<file path="config.mk">
export PLATFORM = sky130hd
export DESIGN_NAME = imu_bias_calibrate_correct
export DESIGN_NICKNAME = d
export VERILOG_FILES = /design/src/hdl/ibc_pkg.sv /design/src/hdl/ibc_scaler.sv /design/src/hdl/ibc_divider.sv /design/src/hdl/imu_bias_calibrate_correct.sv
export SDC_FILE = /design/constraint.sdc
export NUM_CORES = 2
export LEC_CHECK = 0
export BUFFER_PORTS_ARGS = -buffer_cell sky130_fd_sc_hd__buf_2
export CORE_ASPECT_RATIO = 2
export CORE_UTILIZATION = 54
export CTS_CLUSTER_SIZE = 28
export DETAILED_ROUTE_END_ITERATION = 10
export PLACE_DENSITY = 0.71
export SLEW_MARGIN = 20
export SYNTH_ARGS = -nofsm -noshare
export SYNTH_HDL_FRONTEND = slang
export SYNTH_HIERARCHICAL = 1
export SYNTH_SLANG_ARGS = --single-unit
</file>
<file path="constraint.sdc">
create_clock -name clk -period 12.3 [get_ports clk]
set_input_delay 1.845 -clock clk [delete_from_list [all_inputs] [get_ports clk]]
set_output_delay 1.845 -clock clk [all_outputs]
set_load 0.05 [all_outputs]
</file>
<file path="src/hdl/ibc_pkg.sv">
// shared types, constants and helpers for the imu bias calibrate and correct block
`default_nettype none

package ibc_pkg;

    // data and configuration widths
    localparam int DATA_W          = 32;
    localparam int CFG_W           = 16;
    localparam int COUNT_WIDTH_DEF = 16;
    localparam int NUM_AXES        = 6;
    localparam int AXIS_W          = 3;

    localparam logic [CFG_W-1:0] SAMPLE_COUNT_RST = 16'd1000;

    // scale factors: gravity * 2^24 and (pi / 180.0) * 2^32
    localparam int K_W    = 29;
    localparam int PROD_W = DATA_W + 1 + K_W;
    localparam logic signed [K_W-1:0] ACC_K = 29'sd164528285;
    localparam logic signed [K_W-1:0] GYR_K = 29'sd74961321;
    localparam int ACC_F = 24;
    localparam int GYR_F = 32;

    // gravity in q16.16
    localparam logic signed [DATA_W-1:0] G_Q16 = 32'sd642689;

    // opcodes
    localparam logic OP_SAMPLE = 1'b0;
    localparam logic OP_START  = 1'b1;

    // axis codes
    typedef logic [AXIS_W-1:0] axis_t;
    localparam axis_t AX_ACC_X = 3'd0;
    localparam axis_t AX_ACC_Y = 3'd1;
    localparam axis_t AX_ACC_Z = 3'd2;
    localparam axis_t AX_GYR_X = 3'd3;
    localparam axis_t AX_GYR_Y = 3'd4;
    localparam axis_t AX_GYR_Z = 3'd5;
    localparam axis_t AX_NONE  = 3'd6;

    // input transfer
    typedef struct packed {
        logic                     opcode;
        logic signed [DATA_W-1:0] accel_x_in;
        logic signed [DATA_W-1:0] accel_y_in;
        logic signed [DATA_W-1:0] accel_z_in;
        logic signed [DATA_W-1:0] gyro_x_in;
        logic signed [DATA_W-1:0] gyro_y_in;
        logic signed [DATA_W-1:0] gyro_z_in;
    } imu_in_t;

    // output transfer
    typedef struct packed {
        logic signed [DATA_W-1:0] accel_x_out;
        logic signed [DATA_W-1:0] accel_y_out;
        logic signed [DATA_W-1:0] accel_z_out;
        logic signed [DATA_W-1:0] gyro_x_out;
        logic signed [DATA_W-1:0] gyro_y_out;
        logic signed [DATA_W-1:0] gyro_z_out;
        logic                     calibrating;
    } imu_out_t;

    // tag travelling with each axis through the scaler
    typedef struct packed {
        logic  valid;
        axis_t axis;
    } scl_tag_t;

    // sequencer states
    typedef enum logic [2:0] {
        ST_IDLE,
        ST_SCALE,
        ST_DIV_START,
        ST_DIV_WAIT,
        ST_CORR,
        ST_OUT
    } ibc_state_t;

    // clamp a wide signed value to 32-bit signed
    function automatic logic signed [DATA_W-1:0] sat32(input logic signed [63:0] v);
        logic signed [DATA_W-1:0] r;
        if (v > 64'sd2147483647) begin
            r = 32'sh7FFFFFFF;
        end else if (v < -64'sd2147483648) begin
            r = 32'sh80000000;
        end else begin
            r = v[DATA_W-1:0];
        end
        return r;
    endfunction

endpackage

`default_nettype wire

</file>
<file path="src/hdl/ibc_scaler.sv">
// three-stage unit: axis sign flip, constant multiply, round and saturate
`default_nettype none

module ibc_scaler (
    input  logic                             clk,
    input  logic                             rst_n,
    input  ibc_pkg::scl_tag_t                tag_in,
    input  logic signed [ibc_pkg::DATA_W-1:0] raw,
    output ibc_pkg::scl_tag_t                tag_out,
    output logic signed [ibc_pkg::DATA_W-1:0] value
);
    import ibc_pkg::*;

    localparam logic signed [PROD_W-1:0] ACC_HALF = PROD_W'(1) << (ACC_F - 1);
    localparam logic signed [PROD_W-1:0] GYR_HALF = PROD_W'(1) << (GYR_F - 1);

    scl_tag_t                  tag1_reg, tag2_reg, tag3_reg;
    logic signed [DATA_W:0]    s1_reg;
    logic signed [K_W-1:0]     k1_reg;
    logic                      gyro1_reg, gyro2_reg;
    logic signed [PROD_W-1:0]  p2_reg;
    logic signed [DATA_W-1:0]  value_reg;

    logic                      negate;
    logic                      is_gyro;
    logic signed [DATA_W:0]    s_ext;
    logic signed [PROD_W-1:0]  rounded;
    logic signed [PROD_W-1:0]  shifted;

    // x and z axes are mirrored, gyro axes take the angle scale
    always_comb
    begin
        negate  = (tag_in.axis == AX_ACC_X) || (tag_in.axis == AX_ACC_Z) ||
                  (tag_in.axis == AX_GYR_X) || (tag_in.axis == AX_GYR_Z);
        is_gyro = (tag_in.axis >= AX_GYR_X);
        s_ext   = {raw[DATA_W-1], raw};
    end

    // round half up and drop the fraction
    always_comb
    begin
        rounded = p2_reg + (gyro2_reg ? GYR_HALF : ACC_HALF);
        shifted = gyro2_reg ? (rounded >>> GYR_F) : (rounded >>> ACC_F);
    end

    // tag pipeline
    always_ff @(posedge clk or negedge rst_n)
    begin
        if (!rst_n)
        begin
            tag1_reg <= '0;
            tag2_reg <= '0;
            tag3_reg <= '0;
        end
        else
        begin
            tag1_reg <= tag_in;
            tag2_reg <= tag1_reg;
            tag3_reg <= tag2_reg;
        end
    end

    // datapath stages
    always_ff @(posedge clk)
    begin
        s1_reg    <= negate ? -s_ext : s_ext;
        k1_reg    <= is_gyro ? GYR_K : ACC_K;
        gyro1_reg <= is_gyro;
        p2_reg    <= PROD_W'(s1_reg) * PROD_W'(k1_reg);
        gyro2_reg <= gyro1_reg;
        value_reg <= sat32(64'(shifted));
    end

    assign tag_out = tag3_reg;
    assign value   = value_reg;

endmodule

`default_nettype wire

</file>
<file path="src/hdl/ibc_divider.sv">
// restoring divider, one quotient bit per cycle, signed dividend truncated toward zero
`default_nettype none

module ibc_divider #(
    parameter int SUM_W = 48,
    parameter int DIV_W = 16
) (
    input  logic                              clk,
    input  logic                              rst_n,
    input  logic                              start,
    input  logic signed [SUM_W-1:0]           dividend,
    input  logic [DIV_W-1:0]                  divisor,
    output logic                              done,
    output logic signed [ibc_pkg::DATA_W-1:0] quotient
);
    import ibc_pkg::*;

    localparam int STEP_W = $clog2(SUM_W + 1);

    logic                      busy_reg;
    logic                      done_reg;
    logic [STEP_W-1:0]         step_reg;
    logic [SUM_W-1:0]          quo_reg;
    logic [DIV_W-1:0]          rem_reg;
    logic [DIV_W-1:0]          den_reg;
    logic                      neg_reg;
    logic signed [DATA_W-1:0]  q_out_reg;

    logic [SUM_W-1:0]          magnitude;
    logic [DIV_W:0]            shifted;
    logic                      fits;
    logic [DIV_W:0]            diff;
    logic [DIV_W-1:0]          rem_next;
    logic [SUM_W-1:0]          quo_next;
    logic [SUM_W-1:0]          signed_quo;

    // one restoring step
    always_comb
    begin
        magnitude  = dividend[SUM_W-1] ? SUM_W'(-dividend) : SUM_W'(dividend);
        shifted    = {rem_reg, quo_reg[SUM_W-1]};
        fits       = (shifted >= {1'b0, den_reg});
        diff       = shifted - {1'b0, den_reg};
        rem_next   = fits ? diff[DIV_W-1:0] : shifted[DIV_W-1:0];
        quo_next   = {quo_reg[SUM_W-2:0], fits};
        signed_quo = neg_reg ? -quo_next : quo_next;
    end

    // control
    always_ff @(posedge clk or negedge rst_n)
    begin
        if (!rst_n)
        begin
            busy_reg <= 1'b0;
            done_reg <= 1'b0;
            step_reg <= '0;
        end
        else
        begin
            done_reg <= 1'b0;
            if (start)
            begin
                busy_reg <= 1'b1;
                step_reg <= STEP_W'(SUM_W);
            end
            else if (busy_reg)
            begin
                step_reg <= step_reg - 1'b1;
                if (step_reg == STEP_W'(1))
                begin
                    busy_reg <= 1'b0;
                    done_reg <= 1'b1;
                end
            end
        end
    end

    // datapath
    always_ff @(posedge clk)
    begin
        if (start)
        begin
            quo_reg <= magnitude;
            rem_reg <= '0;
            den_reg <= divisor;
            neg_reg <= dividend[SUM_W-1];
        end
        else if (busy_reg)
        begin
            quo_reg <= quo_next;
            rem_reg <= rem_next;
            if (step_reg == STEP_W'(1))
            begin
                q_out_reg <= signed_quo[DATA_W-1:0];
            end
        end
    end

    assign done     = done_reg;
    assign quotient = q_out_reg;

endmodule

`default_nettype wire

</file>
<file path="src/hdl/imu_bias_calibrate_correct.sv">
// Flow: a sample is accepted in idle, its axes are scaled and corrected, and the
// result is registered for output; the sample that ends a calibration also runs
// each axis through the shared bit-serial divider. A start command is accepted in
// idle and gives no result. The single shared scaler multiplier and correction
// subtractor serve one axis at a time; the input stalls while an item is in work.
// Reset: rst_n clears the state, sums, biases and sets sample_count to 1000.
`default_nettype none

module imu_bias_calibrate_correct #(
    parameter int COUNT_WIDTH = ibc_pkg::COUNT_WIDTH_DEF
) (
    input  logic                            clk,
    input  logic                            rst_n,
    input  logic                            in_valid,
    output logic                            in_stall,
    input  ibc_pkg::imu_in_t                in_data,
    output logic                            out_valid,
    input  logic                            out_stall,
    output ibc_pkg::imu_out_t               out_data,
    input  logic                            cfg_valid,
    output logic                            cfg_ready,
    input  logic [ibc_pkg::CFG_W-1:0]       cfg_data
);
    import ibc_pkg::*;

    localparam int SUM_W = DATA_W + COUNT_WIDTH;
    localparam int TGT_W = (COUNT_WIDTH > CFG_W) ? COUNT_WIDTH : CFG_W;
    localparam logic [TGT_W-1:0] CNT_MAX = TGT_W'({COUNT_WIDTH{1'b1}});
    localparam axis_t AX_LAST = AX_GYR_Z;

    ibc_state_t                state_reg, state_next;
    logic [CFG_W-1:0]          sample_count_reg;
    logic                      calib_active_reg;
    logic [COUNT_WIDTH-1:0]    collected_reg;
    logic                      accum_reg;
    logic                      finish_reg;
    axis_t                     issue_cnt_reg;
    axis_t                     axis_cnt_reg;
    logic signed [SUM_W-1:0]   sums_reg [NUM_AXES];
    logic signed [DATA_W-1:0]  bias_reg [NUM_AXES];
    logic signed [DATA_W-1:0]  conv_reg [NUM_AXES];
    imu_in_t                   sample_reg;
    logic                      out_valid_reg;
    imu_out_t                  out_data_reg;

    logic                      accept;
    logic                      is_start;
    logic                      out_free;
    logic [TGT_W-1:0]          target;
    logic                      below_target;
    scl_tag_t                  scl_in;
    scl_tag_t                  scl_out;
    logic signed [DATA_W-1:0]  scl_raw;
    logic signed [DATA_W-1:0]  scl_value;
    logic                      div_start;
    logic                      div_done;
    logic signed [DATA_W-1:0]  div_q;
    axis_t                     sum_idx;
    logic signed [SUM_W-1:0]   sum_rd;
    logic signed [DATA_W:0]    z_adj;
    logic signed [DATA_W-1:0]  bias_wr;
    logic signed [DATA_W-1:0]  corr_wr;

    // handshakes
    assign in_stall  = (state_reg != ST_IDLE);
    assign accept    = in_valid && !in_stall;
    assign is_start  = (in_data.opcode == OP_START);
    assign out_free  = !out_valid_reg || !out_stall;
    assign cfg_ready = 1'b1;
    assign out_valid = out_valid_reg;
    assign out_data  = out_data_reg;

    // calibration target, clamped to the counter range
    always_comb
    begin
        target       = (TGT_W'(sample_count_reg) < CNT_MAX) ? TGT_W'(sample_count_reg)
                                                            : CNT_MAX;
        below_target = (TGT_W'(collected_reg) < target);
    end

    // sequencer
    always_comb
    begin
        state_next   = state_reg;
        scl_in.valid = 1'b0;
        scl_in.axis  = issue_cnt_reg;
        div_start    = 1'b0;
        unique case (state_reg)
            ST_IDLE:
            begin
                if (accept && !is_start)
                begin
                    state_next = ST_SCALE;
                end
            end
            ST_SCALE:
            begin
                scl_in.valid = (issue_cnt_reg <= AX_LAST);
                if (scl_out.valid && scl_out.axis == AX_LAST)
                begin
                    state_next = finish_reg ? ST_DIV_START : ST_CORR;
                end
            end
            ST_DIV_START:
            begin
                div_start  = 1'b1;
                state_next = ST_DIV_WAIT;
            end
            ST_DIV_WAIT:
            begin
                if (div_done)
                begin
                    state_next = (axis_cnt_reg == AX_LAST) ? ST_CORR : ST_DIV_START;
                end
            end
            ST_CORR:
            begin
                if (axis_cnt_reg == AX_LAST)
                begin
                    state_next = ST_OUT;
                end
            end
            ST_OUT:
            begin
                if (out_free)
                begin
                    state_next = ST_IDLE;
                end
            end
            default:
            begin
                state_next = ST_IDLE;
            end
        endcase
    end

    // raw axis feeding the scaler
    always_comb
    begin
        case (issue_cnt_reg)
            AX_ACC_X: scl_raw = sample_reg.accel_x_in;
            AX_ACC_Y: scl_raw = sample_reg.accel_y_in;
            AX_ACC_Z: scl_raw = sample_reg.accel_z_in;
            AX_GYR_X: scl_raw = sample_reg.gyro_x_in;
            AX_GYR_Y: scl_raw = sample_reg.gyro_y_in;
            default:  scl_raw = sample_reg.gyro_z_in;
        endcase
    end

    // single read port on the sums
    assign sum_idx = (state_reg == ST_SCALE) ? scl_out.axis : axis_cnt_reg;
    assign sum_rd  = sums_reg[sum_idx];

    // new bias; accel z loses gravity towards zero
    always_comb
    begin
        z_adj = {div_q[DATA_W-1], div_q};
        if (div_q[DATA_W-1])
        begin
            z_adj = z_adj + (DATA_W+1)'(G_Q16);
        end
        else if (div_q != '0)
        begin
            z_adj = z_adj - (DATA_W+1)'(G_Q16);
        end
        if (collected_reg == '0)
        begin
            bias_wr = '0;
        end
        else if (axis_cnt_reg == AX_ACC_Z)
        begin
            bias_wr = sat32(64'(z_adj));
        end
        else
        begin
            bias_wr = div_q;
        end
        corr_wr = sat32(64'(conv_reg[axis_cnt_reg]) - 64'(bias_reg[axis_cnt_reg]));
    end

    // shared scaler
    ibc_scaler u_scaler (
        .clk     (clk),
        .rst_n   (rst_n),
        .tag_in  (scl_in),
        .raw     (scl_raw),
        .tag_out (scl_out),
        .value   (scl_value)
    );

    // shared divider
    ibc_divider #(
        .SUM_W (SUM_W),
        .DIV_W (COUNT_WIDTH)
    ) u_divider (
        .clk      (clk),
        .rst_n    (rst_n),
        .start    (div_start),
        .dividend (sum_rd),
        .divisor  (collected_reg),
        .done     (div_done),
        .quotient (div_q)
    );

    // state register
    always_ff @(posedge clk or negedge rst_n)
    begin
        if (!rst_n)
        begin
            state_reg <= ST_IDLE;
        end
        else
        begin
            state_reg <= state_next;
        end
    end

    // control registers
    always_ff @(posedge clk or negedge rst_n)
    begin
        if (!rst_n)
        begin
            sample_count_reg <= SAMPLE_COUNT_RST;
            calib_active_reg <= 1'b0;
            collected_reg    <= '0;
            accum_reg        <= 1'b0;
            finish_reg       <= 1'b0;
            issue_cnt_reg    <= '0;
            axis_cnt_reg     <= '0;
            out_valid_reg    <= 1'b0;
        end
        else
        begin
            if (cfg_valid && cfg_ready)
            begin
                sample_count_reg <= cfg_data;
            end
            if (accept)
            begin
                issue_cnt_reg <= '0;
                axis_cnt_reg  <= '0;
                if (is_start)
                begin
                    calib_active_reg <= 1'b1;
                    collected_reg    <= '0;
                end
                else
                begin
                    accum_reg  <= calib_active_reg && below_target;
                    finish_reg <= calib_active_reg && !below_target;
                    if (calib_active_reg && below_target)
                    begin
                        collected_reg <= collected_reg + 1'b1;
                    end
                    else if (calib_active_reg)
                    begin
                        calib_active_reg <= 1'b0;
                    end
                end
            end
            if (scl_in.valid)
            begin
                issue_cnt_reg <= issue_cnt_reg + 1'b1;
            end
            if ((state_reg == ST_DIV_WAIT && div_done) || state_reg == ST_CORR)
            begin
                axis_cnt_reg <= (axis_cnt_reg == AX_LAST) ? '0 : axis_cnt_reg + 1'b1;
            end
            if (state_reg == ST_OUT && out_free)
            begin
                out_valid_reg <= 1'b1;
            end
            else if (out_valid_reg && !out_stall)
            begin
                out_valid_reg <= 1'b0;
            end
        end
    end

    // sums and biases
    always_ff @(posedge clk or negedge rst_n)
    begin
        if (!rst_n)
        begin
            for (int i = 0; i < NUM_AXES; i++)
            begin
                sums_reg[i] <= '0;
                bias_reg[i] <= '0;
            end
        end
        else
        begin
            if (accept && is_start)
            begin
                for (int i = 0; i < NUM_AXES; i++)
                begin
                    sums_reg[i] <= '0;
                end
            end
            if (state_reg == ST_SCALE && scl_out.valid && accum_reg)
            begin
                sums_reg[scl_out.axis] <= sum_rd + SUM_W'(scl_value);
            end
            if (state_reg == ST_DIV_WAIT && div_done)
            begin
                bias_reg[axis_cnt_reg] <= bias_wr;
            end
        end
    end

    // sample, converted axes and output payload
    always_ff @(posedge clk)
    begin
        if (accept && !is_start)
        begin
            sample_reg <= in_data;
        end
        if (state_reg == ST_SCALE && scl_out.valid)
        begin
            conv_reg[scl_out.axis] <= scl_value;
        end
        if (state_reg == ST_CORR)
        begin
            conv_reg[axis_cnt_reg] <= corr_wr;
        end
        if (state_reg == ST_OUT && out_free)
        begin
            out_data_reg.accel_x_out <= conv_reg[AX_ACC_X];
            out_data_reg.accel_y_out <= conv_reg[AX_ACC_Y];
            out_data_reg.accel_z_out <= conv_reg[AX_ACC_Z];
            out_data_reg.gyro_x_out  <= conv_reg[AX_GYR_X];
            out_data_reg.gyro_y_out  <= conv_reg[AX_GYR_Y];
            out_data_reg.gyro_z_out  <= conv_reg[AX_GYR_Z];
            out_data_reg.calibrating <= calib_active_reg;
        end
    end

endmodule

`default_nettype wire

</file>
==> metrics <==
EDFF count, synth 738; initial drt markers about 4500; CP endpoint kind flop; Max-Cap Viols 0; CTS tree yes; post-synth top area share around a quarter; Setup Viol. Count Final 0; Worst-Margin Slew 1.22 ns; CP max stage cell buf_4; Crit path required time about 13 ns; area grow syn2layout 9.43%; Slew HR about 18%; worst skew pair latency about 0.79 ns; remaining antenna violation count 0; fin crit period between 8 and 9 ns; drc violations 0; Die Y 579 um; core area roughly 0.17 mm2; final WL 291 mm; antenna violations before repair 9; die area 0.168 mm2; first-pass GRT wire length between 400 and 500 mm; Die X-Extent 290 um; clock skew around 0.08 ns; Reg clk slew, reported paths 0.08 ns; register bit total from synthesis 1406; number of buffers added for setup after CTS 0; final worst path period share 72.3%; vias in the first global route 68400; Final HPWL DP around 230 mm; outcome finished, final reports clean; synth warn 6; hold-fix buffer count after cts 0; H-tree Lvls 3; dominant cell by count in the synthesized netlist inv_1; sequential area share after synthesis between 40 and 50%; worst hold path type reg2reg; drt via density 6.06; Area contributors post-synth edfxtp_1 (25%), dfrtp_1 (15%), fa_1 (14%), ha_1 (6.2%), inv_1 (3.8%); largest net degree at the start of global routing 163; number of CTS-inserted buffers between 100 and 150; Largest stage delay, worst path approximately 0.6 ns; Remaining Overflow, GRT 0; CTS max path bufs 3; Root Buffer clkbuf_16; Critical path buffers and inverters 4; row count 211; RSZ-0062 raised after global routing false; routability cong. just over 1; biggest area consumer among synthesized cells edfxtp_1; Distinct cells, synth around 120; layout cells sized above 1 13.1%; Setup crit start kind flop; WP data arrival 9.55 ns; GRT Overall Usage 34.7%; Synth Cell Area roughly 0.09 mm2; final net count 9767; final setup TNS 0 ns; io pins 410; 1st-pass router iterations 6; Crit Path Max Fanout between 60 and 70; final core occ roughly three fifths; max reg flops around 290; Fin Hold WS roughly 0.35 ns; async set-reset flop share out of synthesis roughly two fifths; via count roughly 65000; initial core utilization between 50% and 60%; Mapped Cells around 8300; CTS Sinks 1406; port bufs about 410; Final Slew Violations 0; Max Freq 112 MHz; ys flop type edfxtp_1; CP delay by family, top adder cells; most used cell, CP fa_1; drt wl/cell 27.1 um; final hold vios 0; placed insts approximately 10000; Filler cells about 14000; synthesized area per cell roughly 11 um2; most frequent cells after synthesis inv_1 (902), edfxtp_1 (738), nand2_1 (651); final non-filler cell total ~11000; critical path type reg2reg; CTS resizes 0
[per-stage QoR]
step	setup WS, ns	cell area [um2]
6_report	3.40	98200
3_5_place_dp	3.47	94000
5_1_grt	3.02	98200
2_1_floorplan	0.592	89800
3_3_place_gp	3.55	94000
4_1_cts	3.47	98200
[final timing paths]
check / startpoint / end / slack, ns / depth (start not counted)
worst min register to register: u_scaler/tag2_reg[1] / u_scaler/tag_out[1] / 0.35 / 0
worst min-delay path: u_scaler/tag2_reg[1] / u_scaler/tag_out[1] / 0.35 / 0
worst max register to register: u_scaler/k1_reg[26] / u_scaler/p2_reg[56] / 3.40 / 25
worst max-delay path: u_scaler/k1_reg[26] / u_scaler/p2_reg[56] / 3.40 / 25
max in group asynchronous: rst_n / sums_reg[168] / 8.89 / 3
min in group asynchronous: rst_n / bias_reg[68] / 1.14 / 1
[layer usage]
metal / vias up / share of wire (%) / track usage, %
li1: 29100 / - / -
met1: 32300 / 30 / 31.1
met2: 2494 / 53 / 64.8
met3: 1091 / 4.4 / 4.34
met4: 2 / 12 / 36.5
met5: - / 0.0045 / 0
[cell families after synthesis]
family / after synthesis / share of synthesized area [%]
and+or+nand+nor: 2000 / 10.5
AOI/OAI and AO/OA: 1636 / 11.6
DFF: 1406 / 42.6
buffers and inverters: 1360 / 5.78
adders and majority gates: 1080 / 20.2
xor gates and xnor gates: 439 / 4.30
muxes: 347 / 5.05
other: 2 / 0.00837
[placed cells by master, fill, tap and decap left out, drive strengths merged, types with 172 or more instances in the layout]
master	netlist	layout
ha	443	443
fa	624	624
a21oi	353	353
xnor2	267	267
edfxtp	738	738
nand2	654	654
buf	95	540
nand3	385	385
o21ai	624	624
xor2	172	172
inv	906	925
dfrtp	539	539
nor2	506	506
[final cells by class]
cell class / count / area (um2) / share of cell area (%)
multi-input cells: 5505 / 46600 / 47.4
flip-flops and latches: 1406 / 38300 / 39.0
inverters: 912 / 3430 / 3.49
clock buffers: 163 / 3390 / 3.45
repair buffers: 541 / 3100 / 3.15
well taps: 2130 / 2670 / 2.71
clock inverters: 67 / 751 / 0.764
diodes: 7 / 17.5 / 0.0178
[worst register-to-register path, cell delays in order (launching register included)]
cell and delay (ns):
dfxtp_2 0.31, buf_4 0.59, nand2_1 0.40, inv_2 0.32, xnor2_1 0.21, ha_1 0.31
fa_1 0.53, fa_1 0.48, fa_1 0.55, fa_1 0.53, fa_1 0.52, fa_1 0.54
inv_1 0.06, fa_1 0.51, inv_1 0.04, ha_1 0.38, a31o_2 0.28, a2111oi_0 0.38
o21ai_0 0.18, o21ai_0 0.28, a21oi_1 0.21, o2111ai_1 0.44, a21oi_1 0.22, a31oi_2 0.27
o21ai_1 0.08, and3_1 0.18
Power is not shown: default switching activity piles up to over one toggle a cycle in this logic, so the estimate is an artifact.
